===== config.mk =====
export PLATFORM = sky130hd
export DESIGN_NAME = remote_pin_entry_lock_top
export DESIGN_NICKNAME = d
export VERILOG_FILES = /design/src/rtl/rpel_pkg.sv /design/src/rtl/rpel_core.sv /design/src/rtl/rpel_skid.sv /design/src/rtl/remote_pin_entry_lock_top.sv
export SDC_FILE = /design/constraint.sdc
export NUM_CORES = 1
export LEC_CHECK = 0
export BUFFER_PORTS_ARGS = -buffer_cell sky130_fd_sc_hd__buf_2
export CELL_PAD_IN_SITES_DETAIL_PLACEMENT = 0
export CELL_PAD_IN_SITES_GLOBAL_PLACEMENT = 1
export CORE_MARGIN = 4
export CORE_UTILIZATION = 47
export CTS_CLUSTER_SIZE = 25
export DETAILED_ROUTE_END_ITERATION = 10
export GPL_TIMING_DRIVEN = 1
export PLACE_DENSITY_LB_ADDON = 0.3
export SETUP_SLACK_MARGIN = 0.05
export SYNTH_ARGS = -nofsm -noshare
export SYNTH_HDL_FRONTEND = slang
export SYNTH_SLANG_ARGS = --single-unit

===== constraint.sdc =====
create_clock -name clk -period 4.77 [get_ports clk]
set_input_delay 0 -clock clk [delete_from_list [all_inputs] [get_ports clk]]
set_output_delay 0 -clock clk [all_outputs]
set_load 0.01 [all_outputs]

===== src/rtl/rpel_pkg.sv =====
// Package for the remote PIN entry lock: constants, codes, result type, key lookup.
`default_nettype none
package rpel_pkg;

  localparam int PIN_DIGITS = 4;
  localparam int BUF_DIGITS = 4;
  localparam int ENTRY_LEN  = (PIN_DIGITS < 1) ? 1 :
                              ((PIN_DIGITS > BUF_DIGITS) ? BUF_DIGITS : PIN_DIGITS);

  localparam int CODE_W  = 8;
  localparam int MS_W    = 16;
  localparam int PIN_W   = 16;
  localparam int DIGIT_W = 4;
  localparam int COUNT_W = 3;
  localparam int OP_W    = 2;
  localparam int CFG_IDX_W  = 3;
  localparam int CFG_DATA_W = 16;

  localparam logic [COUNT_W-1:0] ENTRY_LEN_C = COUNT_W'(ENTRY_LEN);

  localparam logic [OP_W-1:0] OP_TICK  = 2'd0;
  localparam logic [OP_W-1:0] OP_KEY   = 2'd1;
  localparam logic [OP_W-1:0] OP_GRANT = 2'd2;

  localparam logic [CFG_IDX_W-1:0] REG_COOLDOWN = 3'd0;
  localparam logic [CFG_IDX_W-1:0] REG_IDLE_TO  = 3'd1;
  localparam logic [CFG_IDX_W-1:0] REG_PIN      = 3'd2;
  localparam logic [CFG_IDX_W-1:0] REG_OK       = 3'd3;
  localparam logic [CFG_IDX_W-1:0] REG_CLEAR    = 3'd4;
  localparam logic [CFG_IDX_W-1:0] REG_DISARM   = 3'd5;

  localparam logic [MS_W-1:0]   RST_COOLDOWN = 16'd300;
  localparam logic [MS_W-1:0]   RST_IDLE_TO  = 16'd3000;
  localparam logic [PIN_W-1:0]  RST_PIN      = 16'h1234;
  localparam logic [CODE_W-1:0] RST_OK       = 8'h1C;
  localparam logic [CODE_W-1:0] RST_CLEAR    = 8'h16;
  localparam logic [CODE_W-1:0] RST_DISARM   = 8'h0D;
  localparam logic [CODE_W-1:0] RST_PREV     = 8'hFF;
  localparam logic [MS_W-1:0]   MS_MAX       = 16'hFFFF;

  typedef struct packed {
    logic [PIN_W-1:0]   entered_pin;
    logic [COUNT_W-1:0] digit_count;
    logic               disarm_pressed;
    logic               clear_pressed;
    logic               pin_correct;
    logic               pin_ready;
    logic               accepted;
  } result_t;

  localparam int RESULT_W = $bits(result_t);

  typedef struct packed {
    logic               hit;
    logic [DIGIT_W-1:0] digit;
  } digit_hit_t;

  function automatic digit_hit_t key_to_digit(input logic [CODE_W-1:0] code);
    digit_hit_t r;
    r.hit = 1'b1;
    unique case (code)
      8'h19:   r.digit = 4'd0;
      8'h45:   r.digit = 4'd1;
      8'h46:   r.digit = 4'd2;
      8'h47:   r.digit = 4'd3;
      8'h44:   r.digit = 4'd4;
      8'h40:   r.digit = 4'd5;
      8'h43:   r.digit = 4'd6;
      8'h07:   r.digit = 4'd7;
      8'h15:   r.digit = 4'd8;
      8'h09:   r.digit = 4'd9;
      default: begin
        r.hit   = 1'b0;
        r.digit = 4'd0;
      end
    endcase
    return r;
  endfunction

endpackage
`default_nettype wire


===== src/rtl/rpel_core.sv =====
// Config registers, entry state and the combinational step logic for each input beat.
`default_nettype none
module rpel_core (
  input  wire logic                                clk,
  input  wire logic                                rst,
  input  wire logic                                cfg_we,
  input  wire logic [rpel_pkg::CFG_IDX_W-1:0]      cfg_index,
  input  wire logic [rpel_pkg::CFG_DATA_W-1:0]     cfg_data,
  input  wire logic                                step,
  input  wire logic [rpel_pkg::OP_W-1:0]           opcode,
  input  wire logic [rpel_pkg::CODE_W-1:0]         key_code,
  output rpel_pkg::result_t                        result
);

  logic [rpel_pkg::MS_W-1:0]   cooldown_ms;
  logic [rpel_pkg::MS_W-1:0]   idle_timeout_ms;
  logic [rpel_pkg::PIN_W-1:0]  stored_pin;
  logic [rpel_pkg::CODE_W-1:0] ok_code;
  logic [rpel_pkg::CODE_W-1:0] clear_code;
  logic [rpel_pkg::CODE_W-1:0] disarm_code;

  logic [rpel_pkg::BUF_DIGITS-1:0][rpel_pkg::DIGIT_W-1:0] digits, digits_next;
  logic [rpel_pkg::COUNT_W-1:0] count, count_next;
  logic [rpel_pkg::CODE_W-1:0]  prev_code, prev_code_next;
  logic [rpel_pkg::MS_W-1:0]    idle_ms, idle_ms_next;

  logic [rpel_pkg::MS_W-1:0] idle_inc;
  logic                      pin_equal;
  rpel_pkg::digit_hit_t      dh;

  always_ff @(posedge clk) begin
    if (rst) begin
      cooldown_ms     <= rpel_pkg::RST_COOLDOWN;
      idle_timeout_ms <= rpel_pkg::RST_IDLE_TO;
      stored_pin      <= rpel_pkg::RST_PIN;
      ok_code         <= rpel_pkg::RST_OK;
      clear_code      <= rpel_pkg::RST_CLEAR;
      disarm_code     <= rpel_pkg::RST_DISARM;
    end else if (cfg_we) begin
      unique case (cfg_index)
        rpel_pkg::REG_COOLDOWN: cooldown_ms     <= cfg_data;
        rpel_pkg::REG_IDLE_TO:  idle_timeout_ms <= cfg_data;
        rpel_pkg::REG_PIN:      stored_pin      <= cfg_data;
        rpel_pkg::REG_OK:       ok_code         <= cfg_data[rpel_pkg::CODE_W-1:0];
        rpel_pkg::REG_CLEAR:    clear_code      <= cfg_data[rpel_pkg::CODE_W-1:0];
        rpel_pkg::REG_DISARM:   disarm_code     <= cfg_data[rpel_pkg::CODE_W-1:0];
        default: ;
      endcase
    end
  end

  always_comb begin
    pin_equal = 1'b1;
    for (int i = 0; i < rpel_pkg::BUF_DIGITS; i++) begin
      if (i < rpel_pkg::ENTRY_LEN &&
          digits[i] != stored_pin[i*rpel_pkg::DIGIT_W +: rpel_pkg::DIGIT_W]) begin
        pin_equal = 1'b0;
      end
    end
  end

  assign idle_inc = (idle_ms != rpel_pkg::MS_MAX) ? idle_ms + 1'b1 : idle_ms;
  assign dh       = rpel_pkg::key_to_digit(key_code);

  always_comb begin
    digits_next    = digits;
    count_next     = count;
    prev_code_next = prev_code;
    idle_ms_next   = idle_ms;
    result         = '0;
    unique case (opcode)
      rpel_pkg::OP_TICK: begin
        idle_ms_next = idle_inc;
        if (idle_inc > idle_timeout_ms && count != '0) begin
          count_next           = '0;
          result.clear_pressed = 1'b1;
        end
      end
      rpel_pkg::OP_KEY: begin
        if (!(key_code == prev_code && idle_ms < cooldown_ms)) begin
          result.accepted = 1'b1;
          prev_code_next  = key_code;
          idle_ms_next    = '0;
          priority if (key_code == clear_code && count != '0) begin
            count_next           = '0;
            result.clear_pressed = 1'b1;
          end else if (key_code == ok_code) begin
            result.pin_ready = 1'b1;
            if (count == rpel_pkg::ENTRY_LEN_C) begin
              result.pin_correct = pin_equal;
              count_next         = '0;
            end
          end else if (key_code == disarm_code) begin
            result.disarm_pressed = 1'b1;
          end else if (dh.hit && count < rpel_pkg::ENTRY_LEN_C) begin
            digits_next[count[1:0]] = dh.digit;
            count_next              = count + 1'b1;
          end
        end
      end
      rpel_pkg::OP_GRANT: count_next = '0;
      default: ;
    endcase
    result.digit_count = count_next;
    result.entered_pin = digits_next;
  end

  always_ff @(posedge clk) begin
    if (rst) begin
      digits    <= '0;
      count     <= '0;
      prev_code <= rpel_pkg::RST_PREV;
      idle_ms   <= '0;
    end else if (step) begin
      digits    <= digits_next;
      count     <= count_next;
      prev_code <= prev_code_next;
      idle_ms   <= idle_ms_next;
    end
  end

endmodule
`default_nettype wire


===== src/rtl/rpel_skid.sv =====
// Two-entry output buffer: result register plus skid register, registered ready.
`default_nettype none
module rpel_skid (
  input  wire logic                         clk,
  input  wire logic                         rst,
  input  wire logic                         push,
  input  wire rpel_pkg::result_t            push_data,
  output logic                              can_push,
  output logic                              m_tvalid,
  input  wire logic                         m_tready,
  output logic [rpel_pkg::RESULT_W-1:0]     m_tdata
);

  rpel_pkg::result_t out_data, skid_data;
  logic              out_valid, skid_valid;
  logic              pop;

  assign pop      = out_valid && m_tready;
  assign can_push = !skid_valid;
  assign m_tvalid = out_valid;
  assign m_tdata  = out_data;

  always_ff @(posedge clk) begin
    if (rst) begin
      out_valid  <= 1'b0;
      skid_valid <= 1'b0;
    end else if (pop) begin
      if (skid_valid) begin
        skid_valid <= 1'b0;
      end else begin
        out_valid <= push;
      end
    end else if (push) begin
      if (out_valid) begin
        skid_valid <= 1'b1;
      end else begin
        out_valid <= 1'b1;
      end
    end
  end

  always_ff @(posedge clk) begin
    if (pop) begin
      if (skid_valid) begin
        out_data <= skid_data;
      end else if (push) begin
        out_data <= push_data;
      end
    end else if (push) begin
      if (out_valid) begin
        skid_data <= push_data;
      end else begin
        out_data <= push_data;
      end
    end
  end

endmodule
`default_nettype wire


===== src/rtl/remote_pin_entry_lock_top.sv =====
// Top level of the remote PIN entry lock.
// Input stream: one beat per event. s_tuser selects the event: millisecond tick,
// received remote key code (s_tdata), or empty the entry after access granted.
// Output stream: exactly one result beat per input beat, in order, carrying the
// flags of that event and the entry buffer state after it.
// The result of each input beat is registered in the output buffer, which drives m_tvalid.
// Throughput: one beat per cycle while s_tready is high; the step logic (key decode,
// repeat check, PIN compare) sits between the state registers and the result register.
// Stall: results queue in a two-deep output buffer; s_tready drops only when
// both entries are full and rises again as soon as one is taken.
// Reset (rst, synchronous): config registers return to their defaults, the
// entry is emptied, the last key code is 0xFF, the idle counter is zero and
// the output buffer is empty.
// Config writes (cfg_we, cfg_index, cfg_data) take effect the next cycle and
// are expected only while no result is outstanding.
`default_nettype none
module remote_pin_entry_lock_top (
  input  wire logic                               clk,
  input  wire logic                               rst,
  input  wire logic                               cfg_we,
  input  wire logic [rpel_pkg::CFG_IDX_W-1:0]     cfg_index,
  input  wire logic [rpel_pkg::CFG_DATA_W-1:0]    cfg_data,
  input  wire logic                               s_tvalid,
  output logic                                    s_tready,
  input  wire logic [rpel_pkg::CODE_W-1:0]        s_tdata,  // [7:0] key_code
  input  wire logic [rpel_pkg::OP_W-1:0]          s_tuser,  // [1:0] opcode
  output logic                                    m_tvalid,
  input  wire logic                               m_tready,
  // [0] accepted, [1] pin_ready, [2] pin_correct, [3] clear_pressed,
  // [4] disarm_pressed, [7:5] digit_count, [23:8] entered_pin
  output logic [rpel_pkg::RESULT_W-1:0]           m_tdata
);

  logic              beat;
  rpel_pkg::result_t result;

  assign beat = s_tvalid && s_tready;

  rpel_core u_core (
    .clk       (clk),
    .rst       (rst),
    .cfg_we    (cfg_we),
    .cfg_index (cfg_index),
    .cfg_data  (cfg_data),
    .step      (beat),
    .opcode    (s_tuser),
    .key_code  (s_tdata),
    .result    (result)
  );

  rpel_skid u_skid (
    .clk       (clk),
    .rst       (rst),
    .push      (beat),
    .push_data (result),
    .can_push  (s_tready),
    .m_tvalid  (m_tvalid),
    .m_tready  (m_tready),
    .m_tdata   (m_tdata)
  );

endmodule
`default_nettype wire

==> metrics.txt <==
per-cell routed wire length=roughly 18 um; largest net degree at the start of global routing=86; hpwl dp=about 16 mm; Post-Layout Inst Area=roughly 9900 sq um; status=finished, final reports clean; worst hold path type=primary input to register; top cells by count, synth=nand2_1, dfxtp_1, a21oi_1; Vias=6,866; Final Core Density=54.9%; grt ovf=0; H-tree depth=4; Reg2Reg Capture Point=u_skid.m_tdata[7]; Pre-antenna DRT Iters=5; Slew @ Worst Pin=around 1.2 ns; IO Port Bufs=59; Total GRT Usage=a little over a fifth; initial antenna violation count=0; cell chain of the critical path=ha_1 -> nand2_1 -> or3_1 -> nor3_1 -> nor2_1 -> nand2_1 -> xnor2_1 -> ha_1 -> nand2_1 -> or4_1 -> o21ai_1 -> o21ai_0 -> a221o_1 -> a31oi_1; Leak Pwr=3.89 nW; Mapped Cells=between 900 and 1,000; Remaining DRCs=0; die area=20,600 sq um; Critical Path Sink=u_skid.m_tdata[7]; post-synthesis register bit count=165; Async S/R FF share, synth=0%; RSZ-0062 raised after global routing=no; Synth area leader=dfxtp_1; CTS Buf Count=17; Synth Flop Type=dfxtp_1; buffers plus inverters on the worst setup path=0; Crit path largest cell delay=around 0.55 ns; Core Area=18,000 sq um; top-count cell post-synth=nand2_1; Netlist cell types=66; Synth area leaders=dfxtp_1, edfxtp_1, nand2_1; Max Cap Viol=0; # fillers=1,657; Ant. Diodes=0; root buffer cell=clkbuf_16; Crit. End Element=register; vias per inst=5.56; first-pass GRT wire length=35.3 mm; Rows=49; number of global-route vias before repair=6,657; Min Hold Slack=approximately 0.017 ns; minimum clock period=4.17 ns; r2r setup slk=between 0.6 and 0.7 ns; Final Net Count=1,062; Post-CTS Repair Setup Buffers=0; top-area cell type share of the netlist area=between 20% and 30%; worst vdd rail ir drop=between 0.2 and 0.3 mV; synthesis-to-finish area growth=14.4%; reg2reg path depth=14; Mapped Area=~8700 sq um; Final Max Tran Viols=0; worst endpoint data arrival time=roughly 4.4 ns; Critical Path Stages=14; Post-synth EDFFs=48; clock latency at the later pin of the worst-skew pair=0.42 ns; WP data required=5.04 ns; CP most frequent cell=nand2_1; TNS Setup=0 ns; CP startpoint kind=register; Reg clk slew, reported paths=0.07 ns; Avg Synthesized Cell Area=9.26 sq um; clock sink total=around 170; Die H=roughly 140 um; final setup fails=0; layout cells sized above 1=15.0%; critical path class=register to register; # IOs=60; hold path start=s_tdata[3]; CP Max Fanout=7; Final ANT Viol Nets=0; Fmax=240 MHz; TritonCTS clock tree=yes; Seq/Total Area, Yosys=43.7%; Pwr Density=312 nW/um^2; clk_skew=0.0124 ns; Final period util=87.3%; Crit. Startpoint=u_core.idle_ms[0]; clk buf depth=2; Cell Area, Placed=9070 sq um; Starting Density=48.0%; Slowest-stage cell, CP=or4_1; CP top delay family=simple AND/OR/NAND/NOR gates; worst r2r src=u_core.idle_ms[0]; Hold Fails Final Rpt=0; initial detailed-routing violation count=between 400 and 500; syn_nets=1,004; Yosys warnings=0; Slew headroom=between 20 and 25%; DRT Wirelength=~22 mm; Die Wd=144 um; routability congestion estimate=0.878
## kinds of logic after synthesis
| logic type | share of synthesized area (%) |
|---|---|
| AO/OA/AOI/OAI | 13.9 |
| adder cells (fa/ha/maj) | 5.21 |
| flip-flops | 43.7 |
| AND/OR/NAND/NOR | 19.7 |
| multiplexers | 6.91 |
| XOR/XNOR | 5.97 |
| buffers and inverters | 4.50 |
## worst reg2reg max path, stage by stage (launching register included)
cell     delay, ns
dfxtp_1       0.45
ha_1          0.25
nand2_1       0.12
or3_1         0.36
nor3_1        0.40
nor2_1        0.25
nand2_1       0.19
xnor2_1       0.09
ha_1          0.30
nand2_1       0.06
or4_1         0.55
o21ai_1       0.30
o21ai_0       0.19
a221o_1       0.39
a31oi_1       0.13
## power by group
part | switching (mW) | leakage (nW) | internal, mW
registers | 0.0181 | 1.42 | 1.48
clock network | 0.641 | 0.280 | 0.699
logic | 0.157 | 2.19 | 0.0918
## worst min-delay path by stage
stage,slack (ns),to,depth (start not counted)
final,0.02,u_core.prev_code[3],2
after global routing,0.04,u_skid.skid_data[5],3
after CTS,0.005,u_core.prev_code[3],2
after detailed placement,0.24,u_skid.skid_valid,2
after global placement,0.23,u_skid.skid_valid,2
after floorplan,0.10,u_skid.skid_valid,1
## per-stage QoR
step / worst slack, ns / std cells / total power [mW]
2_1_floorplan: 1.01 / 934 / 1.68
3_3_place_gp: 0.622 / 1178 / 1.76
3_5_place_dp: 0.485 / 1178 / 1.76
4_1_cts: 0.429 / 1234 / 3.11
5_1_grt: 0.204 / 1234 / 3.21
6_report: 0.603 / 1234 / 3.09
## placed cells by master, fill, tap and decap left out, types with 3 or more instances in the layout
| master | count |
|---|---|
| nand2b_1 | 20 |
| and2_1 | 3 |
| and4_1 | 4 |
| nand4_1 | 14 |
| o21a_1 | 4 |
| nand3b_1 | 14 |
| buf_2 | 58 |
| a211oi_1 | 7 |
| dlygate4sd3_1 | 24 |
| a22oi_1 | 5 |
| a21oi_1 | 74 |
| a2111oi_4 | 4 |
| inv_1 | 46 |
| xor2_1 | 29 |
| xnor2_1 | 30 |
| buf_4 | 7 |
| and3_1 | 7 |
| mux2_2 | 36 |
| dfxtp_1 | 117 |
| clkbuf_16 | 17 |
| a31oi_1 | 15 |
| nor4_1 | 8 |
| nand3_1 | 23 |
| ha_1 | 36 |
| a211o_1 | 21 |
| o211ai_1 | 3 |
| or3_1 | 9 |
| nor3_1 | 8 |
| mux2i_1 | 17 |
| nand2_1 | 167 |
| or4b_1 | 3 |
| inv_6 | 4 |
| nor2_1 | 48 |
| edfxtp_1 | 48 |
| nor2b_1 | 14 |
| o21ai_0 | 10 |
| inv_8 | 5 |
## sequential cells by signal, indices dropped and copies added (netlist names)
| name | cells |
|---|---|
| u_core.cooldown_ms | 16 |
| u_skid.m_tdata | 24 |
| u_core.count | 3 |
| u_core.digits | 16 |
| u_core.prev_code | 8 |
| u_core.ok_code | 8 |
| u_core.idle_ms | 16 |
| u_skid.skid_data | 24 |
| u_core.idle_timeout_ms | 16 |
| u_core.disarm_code | 8 |
| u_core.clear_code | 8 |
| u_core.stored_pin | 16 |
| u_skid.m_tvalid | 1 |
| u_skid.skid_valid | 1 |
## cell type report
type | count | area [sq um] | area share, %
clock inverter | 15 | 153 | 1.54
multi-input combinational | 673 | 4490 | 45.4
timing repair buffer | 89 | 583 | 5.89
sequential | 165 | 3780 | 38.2
inverter | 46 | 173 | 1.74
tap | 229 | 287 | 2.89
clock buffer | 17 | 425 | 4.30
## per-layer routing
metal	GRT usage, %	up-vias	share of wire, %
met3	3.39	18	4.2
met2	34.6	162	45
met5	0	-	0
li1	-	3395	-
met4	4.51	0	0.95
met1	32.1	3291	50
## what timing repair did
| action | CTS | global route |
|---|---|---|
| hold endpoints to repair | 78 | 0 |
| setup endpoints to repair | 0 | 1 |
| resized for setup | 0 | 2 |
| hold buffers | 24 | 0 |
Power figures use the tool's default switching activity.
